[src/rtl/hsv_to_rgb_converter_macros.svh]
// ----------------------------------------------------------------------------
// HSV to RGB converter assertion macros
// Concurrent check wrappers; compiled out when SYNTH is defined.
// ----------------------------------------------------------------------------
`ifndef HSV_TO_RGB_CONVERTER_MACROS_SVH
`define HSV_TO_RGB_CONVERTER_MACROS_SVH

`ifndef SYNTH
// check under reset gating
`define HSV_ASSERT(label, clk, rstn, prop) \
    label: assert property (@(posedge clk) disable iff (!(rstn)) (prop)) \
        else $error("hsv_to_rgb_converter: check failed");
// check at every edge, also during reset
`define HSV_ASSERT_ALWAYS(label, clk, prop) \
    label: assert property (@(posedge clk) (prop)) \
        else $error("hsv_to_rgb_converter: check failed");
`else
`define HSV_ASSERT(label, clk, rstn, prop)
`define HSV_ASSERT_ALWAYS(label, clk, prop)
`endif

`endif

[src/rtl/hsv2rgb_pkg.sv]
// ----------------------------------------------------------------------------
// HSV to RGB converter package
// Shared constants, sector codes and types.
// ----------------------------------------------------------------------------
package hsv2rgb_pkg;

    localparam int FRACTION_BITS_DEF = 12;

    localparam int HUE_W    = 17;
    localparam int FRAC_W   = 13;
    localparam int CHAN_W   = 8;
    localparam int WRAP_W   = 18;          // biased hue, always positive
    localparam int POS_W    = 12;          // position inside a sector

    localparam logic signed [WRAP_W:0] HUE_BIAS = 19'sd69120;   // three turns
    localparam logic [POS_W-1:0] HUE_SECTOR     = 12'd3840;     // 60 deg * 64
    localparam int HUE_COARSE_SHIFT = 8;                        // 3840 = 15 << 8
    localparam logic [12:0] RECIP15  = 13'd4369;                // 65535 / 15
    localparam logic [3:0]  COARSE_DIV = 4'd15;
    localparam logic [5:0]  RECIP6   = 6'd43;                   // 256 / 6, q <= 35
    localparam logic [5:0]  SECTORS  = 6'd6;
    localparam logic [7:0]  FULL_SCALE = 8'd255;
    localparam logic [4:0]  SCALE_X  = 5'd17;                   // 255 * 256 / 3840

    typedef logic [2:0] sector_t;

    localparam sector_t SEC_RED_YELLOW   = 3'd0;
    localparam sector_t SEC_YELLOW_GREEN = 3'd1;
    localparam sector_t SEC_GREEN_CYAN   = 3'd2;
    localparam sector_t SEC_CYAN_BLUE    = 3'd3;
    localparam sector_t SEC_BLUE_MAGENTA = 3'd4;
    localparam sector_t SEC_MAGENTA_RED  = 3'd5;

endpackage

[src/rtl/hsv2rgb_mix.sv]
// ----------------------------------------------------------------------------
// HSV to RGB channel mixer
// Scales brightness, secondary and floor terms to 0..255 and routes by sector.
// ----------------------------------------------------------------------------
module hsv2rgb_mix #(
    parameter int FRACTION_BITS = hsv2rgb_pkg::FRACTION_BITS_DEF
) (
    input  hsv2rgb_pkg::sector_t                      sector,
    input  logic [FRACTION_BITS:0]                    bright,
    input  logic [2*FRACTION_BITS:0]                  floor_term,
    input  logic [2*FRACTION_BITS+hsv2rgb_pkg::POS_W:0] tri_prod,
    output logic [hsv2rgb_pkg::CHAN_W-1:0]            red,
    output logic [hsv2rgb_pkg::CHAN_W-1:0]            green,
    output logic [hsv2rgb_pkg::CHAN_W-1:0]            blue
);
    localparam int F  = FRACTION_BITS;
    localparam int VW = F + 1;
    localparam int PW = 2 * F + 1;
    localparam int AW = 2 * F + 13;
    localparam int XW = AW + 5;
    localparam int CW = hsv2rgb_pkg::CHAN_W;

    logic [AW-1:0]     acc;
    logic [XW-1:0]     x_scaled;
    logic [VW+7:0]     c_scaled;
    logic [PW+7:0]     z_scaled;
    logic [CW-1:0]     c_val;
    logic [CW-1:0]     x_val;
    logic [CW-1:0]     z_val;

    // numerator of the secondary term over ONE^2 * 3840
    assign acc = AW'(floor_term) * AW'(hsv2rgb_pkg::HUE_SECTOR) + AW'(tri_prod);

    // 255 / 3840 = 17 / 256, so the floor is a plain shift
    assign x_scaled = XW'(acc) * XW'(hsv2rgb_pkg::SCALE_X);
    assign c_scaled = (VW + 8)'(bright) * (VW + 8)'(hsv2rgb_pkg::FULL_SCALE);
    assign z_scaled = (PW + 8)'(floor_term) * (PW + 8)'(hsv2rgb_pkg::FULL_SCALE);

    assign x_val = x_scaled[2*F+15:2*F+8];
    assign c_val = c_scaled[F+7:F];
    assign z_val = z_scaled[2*F+7:2*F];

    always_comb begin
        unique case (sector)
            hsv2rgb_pkg::SEC_RED_YELLOW: begin
                red = c_val; green = x_val; blue = z_val;
            end
            hsv2rgb_pkg::SEC_YELLOW_GREEN: begin
                red = x_val; green = c_val; blue = z_val;
            end
            hsv2rgb_pkg::SEC_GREEN_CYAN: begin
                red = z_val; green = c_val; blue = x_val;
            end
            hsv2rgb_pkg::SEC_CYAN_BLUE: begin
                red = z_val; green = x_val; blue = c_val;
            end
            hsv2rgb_pkg::SEC_BLUE_MAGENTA: begin
                red = x_val; green = z_val; blue = c_val;
            end
            default: begin
                red = c_val; green = z_val; blue = x_val;
            end
        endcase
    end

endmodule

[src/rtl/hsv_to_rgb_converter.sv]
// ----------------------------------------------------------------------------
// HSV to RGB converter
// Four-stage pipeline turning one HSV pixel into one 8-bit RGB pixel.
// ----------------------------------------------------------------------------
// Usage:
//   Input channel s_valid/s_ready carries hue (degrees * 64, signed),
//   saturation and brightness (ONE = 2^FRACTION_BITS means 1.0, larger
//   values are clipped to ONE). Output channel m_valid/m_ready carries
//   red, green and blue, each floor(255 * channel).
//   The input transfer loads stage 1; the pixel moves on through stages 2
//   and 3 into the output register and m_valid; it leaves with m_ready high.
//   Throughput: one pixel per cycle while m_ready stays high; each stage
//   holds a valid bit and the ready chain lets a stage load whenever the
//   stage after it moves, so bubbles are squeezed out.
//   Stages: 1 hue bias and coarse /15 by reciprocal multiply, clipping;
//   2 sector and in-sector position, V*S; 3 floor term and (V*S)*tri;
//   4 scaling to 255 and sector routing into the output register.
//   When m_ready is low the output register holds its transfer and the
//   stages behind it fill, then s_ready drops; nothing is lost or repeated.
//   Reset (aresetn low, synchronous) clears all valid bits; no other state.
// ----------------------------------------------------------------------------
`include "hsv_to_rgb_converter_macros.svh"

module hsv_to_rgb_converter #(
    parameter int FRACTION_BITS = hsv2rgb_pkg::FRACTION_BITS_DEF
) (
    input  logic                                  aclk,
    input  logic                                  aresetn,
    input  logic                                  s_valid,
    output logic                                  s_ready,
    input  logic signed [hsv2rgb_pkg::HUE_W-1:0]  s_hue_angle,
    input  logic [hsv2rgb_pkg::FRAC_W-1:0]        s_saturation,
    input  logic [hsv2rgb_pkg::FRAC_W-1:0]        s_brightness,
    output logic                                  m_valid,
    input  logic                                  m_ready,
    output logic [hsv2rgb_pkg::CHAN_W-1:0]        m_red,
    output logic [hsv2rgb_pkg::CHAN_W-1:0]        m_green,
    output logic [hsv2rgb_pkg::CHAN_W-1:0]        m_blue
);
    localparam int F    = FRACTION_BITS;
    localparam int VW   = F + 1;
    localparam int PW   = 2 * F + 1;
    localparam int TW   = hsv2rgb_pkg::POS_W;
    localparam int WW   = hsv2rgb_pkg::WRAP_W;
    localparam int FW   = hsv2rgb_pkg::FRAC_W;
    localparam int CMPW = (FW > VW) ? FW : VW;
    localparam int CS   = hsv2rgb_pkg::HUE_COARSE_SHIFT;
    localparam int YW   = WW - CS;
    localparam logic [VW-1:0] ONE = VW'(1) << F;

    // stage handshake
    logic v1_reg, v2_reg, v3_reg, v4_reg;
    logic rdy1, rdy2, rdy3, rdy4;

    assign rdy4    = !v4_reg || m_ready;
    assign rdy3    = !v3_reg || rdy4;
    assign rdy2    = !v2_reg || rdy3;
    assign rdy1    = !v1_reg || rdy2;
    assign s_ready = rdy1;
    assign m_valid = v4_reg;

    always_ff @(posedge aclk) begin
        if (!aresetn) begin
            v1_reg <= 1'b0;
            v2_reg <= 1'b0;
            v3_reg <= 1'b0;
            v4_reg <= 1'b0;
        end else begin
            if (rdy1) v1_reg <= s_valid;
            if (rdy2) v2_reg <= v1_reg;
            if (rdy3) v3_reg <= v2_reg;
            if (rdy4) v4_reg <= v3_reg;
        end
    end

    // ---------------- stage 1: bias hue, coarse quotient, clip ----------------
    logic signed [WW:0] hue_ext;
    logic signed [WW:0] hue_sum;
    logic [WW-1:0]      x1_next, x1_reg;
    logic [YW-1:0]      y1;
    logic [YW:0]        y1_inc;
    logic [23:0]        q1_prod;
    logic [5:0]         q1_next, q1_reg;
    logic [CMPW-1:0]    s_ext, b_ext;
    logic [VW-1:0]      s1_next, s1_reg, b1_next, b1_reg;

    // adding three turns makes every hue positive; modulo comes from sector mod 6
    assign hue_ext = (WW + 1)'(s_hue_angle);
    assign hue_sum = hue_ext + hsv2rgb_pkg::HUE_BIAS;
    assign x1_next = hue_sum[WW-1:0];
    assign y1      = x1_next[WW-1:CS];
    assign y1_inc  = (YW + 1)'(y1) + (YW + 1)'(1);
    // floor(y/15) = ((y+1) * 4369) >> 16 for y < 1024
    assign q1_prod = 24'(y1_inc) * 24'(hsv2rgb_pkg::RECIP15);
    assign q1_next = q1_prod[21:16];

    assign s_ext   = CMPW'(s_saturation);
    assign b_ext   = CMPW'(s_brightness);
    assign s1_next = (s_ext > CMPW'(ONE)) ? ONE : VW'(s_ext);
    assign b1_next = (b_ext > CMPW'(ONE)) ? ONE : VW'(b_ext);

    always_ff @(posedge aclk) begin
        if (rdy1) begin
            x1_reg <= x1_next;
            q1_reg <= q1_next;
            s1_reg <= s1_next;
            b1_reg <= b1_next;
        end
    end

    // ---------------- stage 2: sector, position, V*S ----------------
    logic [YW-1:0]            rem_full;
    logic [TW-1:0]            pos2;
    logic [11:0]              d6_prod;
    logic [5:0]               d6;
    logic [5:0]               sec_full;
    hsv2rgb_pkg::sector_t     sec2_next, sec2_reg;
    logic [TW-1:0]            tri2_next, tri2_reg;
    logic [2*VW-1:0]          vs_prod;
    logic [PW-1:0]            vs2_next, vs2_reg;
    logic [VW-1:0]            b2_reg;

    assign rem_full  = x1_reg[WW-1:CS] - YW'(q1_reg) * YW'(hsv2rgb_pkg::COARSE_DIV);
    assign pos2      = {rem_full[3:0], x1_reg[CS-1:0]};
    assign d6_prod   = 12'(q1_reg) * 12'(hsv2rgb_pkg::RECIP6);
    assign d6        = 6'(d6_prod[10:8]);
    assign sec_full  = q1_reg - d6 * hsv2rgb_pkg::SECTORS;
    assign sec2_next = sec_full[2:0];
    // falling slope in odd sectors
    assign tri2_next = sec2_next[0] ? (hsv2rgb_pkg::HUE_SECTOR - pos2) : pos2;
    assign vs_prod   = (2 * VW)'(b1_reg) * (2 * VW)'(s1_reg);
    assign vs2_next  = vs_prod[PW-1:0];

    always_ff @(posedge aclk) begin
        if (rdy2) begin
            sec2_reg <= sec2_next;
            tri2_reg <= tri2_next;
            vs2_reg  <= vs2_next;
            b2_reg   <= b1_reg;
        end
    end

    // ---------------- stage 3: floor term m = V - C, C * tri ----------------
    logic [PW-1:0]            m3_next, m3_reg;
    logic [PW+TW-1:0]         p3_next, p3_reg;
    hsv2rgb_pkg::sector_t     sec3_reg;
    logic [VW-1:0]            b3_reg;

    assign m3_next = (PW'(b2_reg) << F) - vs2_reg;
    assign p3_next = (PW + TW)'(vs2_reg) * (PW + TW)'(tri2_reg);

    always_ff @(posedge aclk) begin
        if (rdy3) begin
            m3_reg   <= m3_next;
            p3_reg   <= p3_next;
            sec3_reg <= sec2_reg;
            b3_reg   <= b2_reg;
        end
    end

    // ---------------- stage 4: scale, route, output register ----------------
    logic [hsv2rgb_pkg::CHAN_W-1:0] red4_next, green4_next, blue4_next;
    logic [hsv2rgb_pkg::CHAN_W-1:0] red4_reg, green4_reg, blue4_reg;

    hsv2rgb_mix #(
        .FRACTION_BITS(FRACTION_BITS)
    ) u_mix (
        .sector     (sec3_reg),
        .bright     (b3_reg),
        .floor_term (m3_reg),
        .tri_prod   (p3_reg),
        .red        (red4_next),
        .green      (green4_next),
        .blue       (blue4_next)
    );

    always_ff @(posedge aclk) begin
        if (rdy4) begin
            red4_reg   <= red4_next;
            green4_reg <= green4_next;
            blue4_reg  <= blue4_next;
        end
    end

    assign m_red   = red4_reg;
    assign m_green = green4_reg;
    assign m_blue  = blue4_reg;

    // ---------------- checks ----------------
    `HSV_ASSERT(a_full_stall_blocks_input, aclk, aresetn, (v1_reg && v2_reg && v3_reg && v4_reg && !m_ready) |-> !s_ready)
    `HSV_ASSERT(a_transfer_fills_stage1, aclk, aresetn, (s_valid && s_ready) |=> v1_reg)
    `HSV_ASSERT(a_sector_range, aclk, aresetn, v2_reg |-> (sec2_reg <= hsv2rgb_pkg::SEC_MAGENTA_RED))
    `HSV_ASSERT(a_tri_range, aclk, aresetn, v2_reg |-> (tri2_reg <= hsv2rgb_pkg::HUE_SECTOR))
    `HSV_ASSERT_ALWAYS(a_reset_clears_output, aclk, !aresetn |=> !m_valid)

endmodule
[config.mk]
export PLATFORM = sky130hd
export DESIGN_NAME = hsv_to_rgb_converter
export DESIGN_NICKNAME = d
export VERILOG_FILES = /design/src/rtl/hsv2rgb_pkg.sv /design/src/rtl/hsv2rgb_mix.sv /design/src/rtl/hsv_to_rgb_converter.sv
export VERILOG_INCLUDE_DIRS = /design/src /design/src/rtl
export SDC_FILE = /design/constraint.sdc
export NUM_CORES = 2
export LEC_CHECK = 0
export ABC_CLOCK_PERIOD_IN_PS = 13600
export BUFFER_PORTS_ARGS = -buffer_cell sky130_fd_sc_hd__clkbuf_2
export CELL_PAD_IN_SITES_DETAIL_PLACEMENT = 0
export CELL_PAD_IN_SITES_GLOBAL_PLACEMENT = 1
export CORE_UTILIZATION = 55
export DETAILED_ROUTE_END_ITERATION = 8
export PLACE_DENSITY = 0.93
export SLEW_MARGIN = 20
export SYNTH_ARGS = -nofsm -noshare
export SYNTH_HDL_FRONTEND = slang
export SYNTH_HIERARCHICAL = 1
export SYNTH_SLANG_ARGS = --single-unit
[constraint.sdc]
create_clock -name aclk -period 13.6 [get_ports aclk]
set_input_delay 4.08 -clock aclk [delete_from_list [all_inputs] [get_ports aclk]]
set_output_delay 4.08 -clock aclk [all_outputs]
set_load 0.02 [all_outputs]
Word level (Yosys, flattened, before mapping)
Index checks and enable logic that the tools add are counted.
Widths: inputs -> output; s select.
{"block": "op_classes", "n_addsub": 7, "n_mul": 10, "n_lt_le_gt_ge": 2, "n_eq_ne": 4, "mux": 4, "reduce_logical": 15}
{"operator": "$pmux 8 s2", "n": 3}
{"operator": "$mul 37x5->40 const B", "n": 1}
{"operator": "$add 37x37->37", "n": 1}
{"operator": "$mul 25x12->37", "n": 1}
{"operator": "$mul 25x8->32 const B", "n": 1}
{"operator": "$mul 25x4->29 const B", "n": 1}
{"operator": "$gt 13x13->1 const B", "n": 2}
{"operator": "$mul 13x13->25", "n": 1}
{"operator": "$sub 25x25->25", "n": 1}
{"operator": "$mul 11x13->22 const B", "n": 1}
{"operator": "$mul 13x8->20 const B", "n": 1}
{"operator": "$add 17x18->18 const B", "n": 1}
{"operator": "$mux 12", "n": 1}
{"operator": "$reduce_or 2->1", "n": 6}
{"operator": "$sub 12x12->12 const A", "n": 1}
{"operator": "$add 10x1->11 const B", "n": 1}
{"operator": "$mul 6x6->11 const B", "n": 1}
{"operator": "$eq 3x2->1 const B", "n": 2}
{"operator": "$mul 6x4->4 const B", "n": 1}
{"operator": "$logic_not 1->1", "n": 4}
{"operator": "$logic_or 1x1->1", "n": 4}
{"operator": "$sub 4x4->4", "n": 1}
{"operator": "$eq 3x1->1 const B", "n": 1}
{"operator": "$eq 3x3->1 const B", "n": 1}
{"operator": "3 further kinds", "n": 3}
{"block": "totals", "reg_bits": 203, "input_bits": 47, "wordCells": 61}

Longest topological paths before layout
{"block": "logic_depth", "word_depth": 5, "depth_mapped": 37}

Modules after synthesis
The synthesis kept the hierarchy.
{"module": "hsv_to_rgb_converter", "instances": 1, "cells_per_inst": 2369, "area_per_inst_um2": 23871.6}
{"module": "hsv2rgb_mix", "instances": 1, "cells_per_inst": 1286, "area_per_inst_um2": 11329.6}

Worst setup path after synthesis
No wires, ideal clock.
{"block": "synth_path", "path_type": "input to output", "startpoint": "input port m_ready", "endpoint": "output port s_ready", "arrival_time_ns": 5.432, "required_time_ns": 9.520, "path_slack_ns": 4.088, "stages": 3, "path_buffers": 0, "cell_sequence": "nor2b_1 and3_1 nand2_1"}
{"block": "synth_via", "elab_chain_cells": 4}
{"element": "from (decl)", "line_no": "hsv_to_rgb_converter.sv:35", "source": "input logic m_ready,"}
{"element": "$logic_or 1x1->1", "line_no": "hsv_to_rgb_converter.sv:55", "source": "assign rdy4 = !v4_reg || m_ready;"}
{"element": "$logic_or 1x1->1", "line_no": "hsv_to_rgb_converter.sv:56", "source": "assign rdy3 = !v3_reg || rdy4;"}
{"element": "$logic_or 1x1->1", "line_no": "hsv_to_rgb_converter.sv:57", "source": "assign rdy2 = !v2_reg || rdy3;"}
{"element": "$logic_or 1x1->1", "line_no": "hsv_to_rgb_converter.sv:58", "source": "assign rdy1 = !v1_reg || rdy2;"}
{"element": "to (decl)", "line_no": "hsv_to_rgb_converter.sv:30", "source": "output logic s_ready,"}
No other way between the ends.

Worst setup path in the final report
Same ends and word-level chain as after synthesis.

==> results.txt <==
----------------------------------------------------
[Outcome]
  Outcome ... finished, final reports clean

[Clocking]
  Later-pin clock latency in the skew report ... 0.56 ns
  Number of setup buffers added after CTS ... 0
  Number of gates resized after CTS ... 0
  Maximum level of the CTS H-tree ... 1
  CTS Root Buffer Type ... sky130_fd_sc_hd__clkbuf_16
  Clock tree from TritonCTS ... built
  Clk sink count ... 203
  Register clock-pin slew on the reported worst setup and hold paths ... 0.06 ns
  Hold bufs inserted after CTS ... 0
  Largest buffer count on any clock path ... 3
  Number of clock buffers inserted by TritonCTS ... 25

[GRT]
  Number of antenna violations at the first check in global routing ... 0
  Largest net degree at the start of global routing ... 79
  Residual overflow from global routing ... 0
  Number of global-route vias before repair ... 25.5k
  Gr busiest metal ... met2
  GRT Total Usage ... 24.4%
  Met1 track demand over resource ... 32.8%
  Global-route track usage on met2 ... 41.5%
  Met3 usage in global routing ... 4.01%
  Global-route wire length before repair ... 127 mm

[Floorplan]
  Die Span Y ... 255 µm
  Core Box Area ... 0.0632 mm²
  Die Span X ... 255 µm
  Placement Rows ... 92
  Die Footprint ... 0.0650 mm²
  Starting density of the core ... 55.7%
  I/O pin cnt ... 73

[STA]
  Highest clock frequency the design can meet ... 0.105 GHz
  Post-route setup TNS ... 0 ns
  Max-slew violation count ... 0
  Time the final worst path needs with I/O delays and setup ... 9.49 ns
  Setup skew after layout ... 0.0208 ns
  Setup violators final ... 0
  Hold Fails Final Rpt ... 0
  Share of the clock period used by the worst path ... 69.8%
  Minimum setup slack in the final design ... 4.11 ns
  Worst max-slew margin expressed relative to the limit ... 25.3%
  Slew @ Worst Pin ... 1.12 ns
  Unrepaired setup endpoints after global routing ... no

[Final layout]
  Signed area change from the synthesized netlist to the final layout ... 5.29%
  Number of flip-flops under the largest register name ... 37
  Final Core Density ... 58.7%
  Most frequent cells in the layout ... sky130_fd_sc_hd__inv_1 (763), sky130_fd_sc_hd__fa_1 (554), sky130_fd_sc_hd__nand2_1 (424), sky130_fd_sc_hd__ha_1 (415), sky130_fd_sc_hd__edfxtp_1 (199)
  Number of nets in the finished design ... 4664
  Antenna Cells ... 0
  Ratio of cells with drive above 1 in the final layout ... 4.31%
  Final std cells w/o fill ... 4510
  Most common cell after layout, fill and taps aside ... sky130_fd_sc_hd__inv_1

[Drt]
  Wirelength per Cell ... 16.8 µm
  Vias ... 24.6k
  Pre-antenna DRT Iters ... 5
  Routed wire length ... 75.9 mm
  Routed via count divided by cell count ... 5.45
  Drt first-iter violations ... 1440
  Post-detailed-route count of antenna-violating nets ... 0
  Detailed-route DRC error count ... 0

[Setup path]
  Largest stage delay on the critical path ... 0.33 ns
  Slowest cell on the critical path ... sky130_fd_sc_hd__nor2b_1
  Most used cell, CP ... sky130_fd_sc_hd__clkbuf_2
  Critical path data arrival time ... 5.41 ns
  Critical path buffer and inverter count ... 3
  Type of origin of the critical path ... input port
  Slack of the worst reg-to-reg path ... 5.00 ns
  Highest fanout seen on the critical path ... 45
  Worst path cell trace ... clkbuf_2 -> nor2b_1 -> and3_1 -> nand2_2 -> buf_4 -> clkbuf_2
  Required time of the critical path ... 9.52 ns
  Worst Setup Path Type ... input port to output pin
  Critical path capture point type ... output pin
  Kind of cell with the highest combined delay on the critical path ... simple AND/OR/NAND/NOR gates

[Logic synthesis]
  Fraction of synthesized cell area taken by the top area cell type ... 31.5%
  Top post-synthesis cells by area ... sky130_fd_sc_hd__fa_1 (32%), sky130_fd_sc_hd__edfxtp_1 (17%), sky130_fd_sc_hd__ha_1 (15%)
  Sequential fraction of the synthesis area ... 17.2%
  Synthesized instance count ... 3655
  Yosys Warn Count ... 6
  Synth Area per Inst ... 9.63 µm²
  Count of flip-flops with a built-in enable after synthesis ... 199
  Most frequently used flop master after synthesis ... sky130_fd_sc_hd__edfxtp_1
  Cell area after synthesis ... 0.0352 mm²
  Library cell with the largest summed area after synthesis ... sky130_fd_sc_hd__fa_1
  Number of synthesized register bits ... 203
  Unique cell type count in the Yosys netlist ... 83
  Share of flip-flops with an asynchronous set or reset ... 0%
  Net Count, Synth ... 4671

[Place]
  Port buffer count ... 72
  Detailed placer's ending HPWL ... 61.2 mm
  Cells after DPL ... 4467
  DP Worst Slack ... 4.09 ns
  Placer congestion estimate ... 0.890

[Run]
  Count of max-cap constraint violations ... 0

[Worst hold path]
  Min-Delay Path Class ... flip-flop to flip-flop

----------------------------------------------------
==> layout make-up <==
class                      instances  area [µm²]
fill                            5408       26100
multi-input combinational       2577       25900
sequential                       203        6060
inverter                         764        2870
tap                              846        1060
clock buffer                      30         654
timing repair buffer              77         398
clock inverter                    13         164
==> metrics by stage <==
stage	hold slack (ns)	instance area [µm²]
3_3_place_gp	0.449	36200
4_1_cts	0.471	37100
3_5_place_dp	0.454	36200
6_report	0.459	37100
5_1_grt	0.483	37100
2_1_floorplan	0.400	35200
==> metal layers <==
layer  vias up  wire length (µm)  part of all wire (%)
li1      11679                 -                     -
met1     12127             33000                    43
met2       653             36400                    48
met3       100              4900                   6.4
met4         0              1690                   2.2
met5         -                 0                     0
==> cell families (layout without fill, tap and decap cells) <==
kind of cell / count (synthesis) / in the layout / share of synthesized area, %
AND/OR/NAND/NOR: 882 / 882 / 12.0
buffers and inverters: 875 / 884 / 9.34
multiplexers: 8 / 8 / 0.227
other: 1 / 1 / 0.0107
flip-flops: 203 / 203 / 17.2
adder cells (fa/ha/maj): 969 / 969 / 46.3
AO/OA/AOI/OAI: 514 / 514 / 9.89
XOR/XNOR: 203 / 203 / 5.11
==> path summary, 6_finish.rpt <==
check | end | from | depth (start not counted)
min | b3_reg[10]$_DFFE_PP_ | b2_reg[10]$_DFFE_PP_ | 0
min reg2reg | b3_reg[10]$_DFFE_PP_ | b2_reg[10]$_DFFE_PP_ | 0
max | s_ready | m_ready | 6
max reg2reg | m_green[7]$_DFFE_PP_ | m3_reg[0]$_DFFE_PP_ | 31
==> synth_stat cells, types with 4 or more instances <==
cell type,instances
sky130_fd_sc_hd__buf_2,4
sky130_fd_sc_hd__inv_1,764
sky130_fd_sc_hd__a221oi_1,8
sky130_fd_sc_hd__clkbuf_1,105
sky130_fd_sc_hd__and3_1,17
sky130_fd_sc_hd__a211o_1,7
sky130_fd_sc_hd__dfxtp_1,4
sky130_fd_sc_hd__nor2_1,88
sky130_fd_sc_hd__a41o_1,4
sky130_fd_sc_hd__o211ai_1,14
sky130_fd_sc_hd__o21bai_1,29
sky130_fd_sc_hd__a31oi_1,16
sky130_fd_sc_hd__nand4_1,15
sky130_fd_sc_hd__o21a_1,19
sky130_fd_sc_hd__edfxtp_1,199
sky130_fd_sc_hd__a211oi_1,23
sky130_fd_sc_hd__a41oi_1,5
sky130_fd_sc_hd__xor2_1,49
sky130_fd_sc_hd__or2_2,8
sky130_fd_sc_hd__a21o_1,60
sky130_fd_sc_hd__o22ai_1,11
sky130_fd_sc_hd__and4_1,6
sky130_fd_sc_hd__a22o_1,4
sky130_fd_sc_hd__a21oi_1,157
sky130_fd_sc_hd__o31ai_1,10
sky130_fd_sc_hd__ha_1,415
sky130_fd_sc_hd__nand2b_1,13
sky130_fd_sc_hd__nand3_1,42
sky130_fd_sc_hd__xnor2_1,151
sky130_fd_sc_hd__a22oi_1,7
sky130_fd_sc_hd__o2111ai_1,6
sky130_fd_sc_hd__or3_1,10
sky130_fd_sc_hd__o21ai_1,7
sky130_fd_sc_hd__o221ai_1,5
sky130_fd_sc_hd__nor3_1,32
sky130_fd_sc_hd__fa_1,554
sky130_fd_sc_hd__nor2b_1,40
sky130_fd_sc_hd__mux2i_1,8
sky130_fd_sc_hd__and2_1,168
sky130_fd_sc_hd__nand2_1,426
sky130_fd_sc_hd__o21ai_0,72
Power is not shown: default switching activity piles up to over one toggle a cycle in this logic, so the estimate is an artifact.
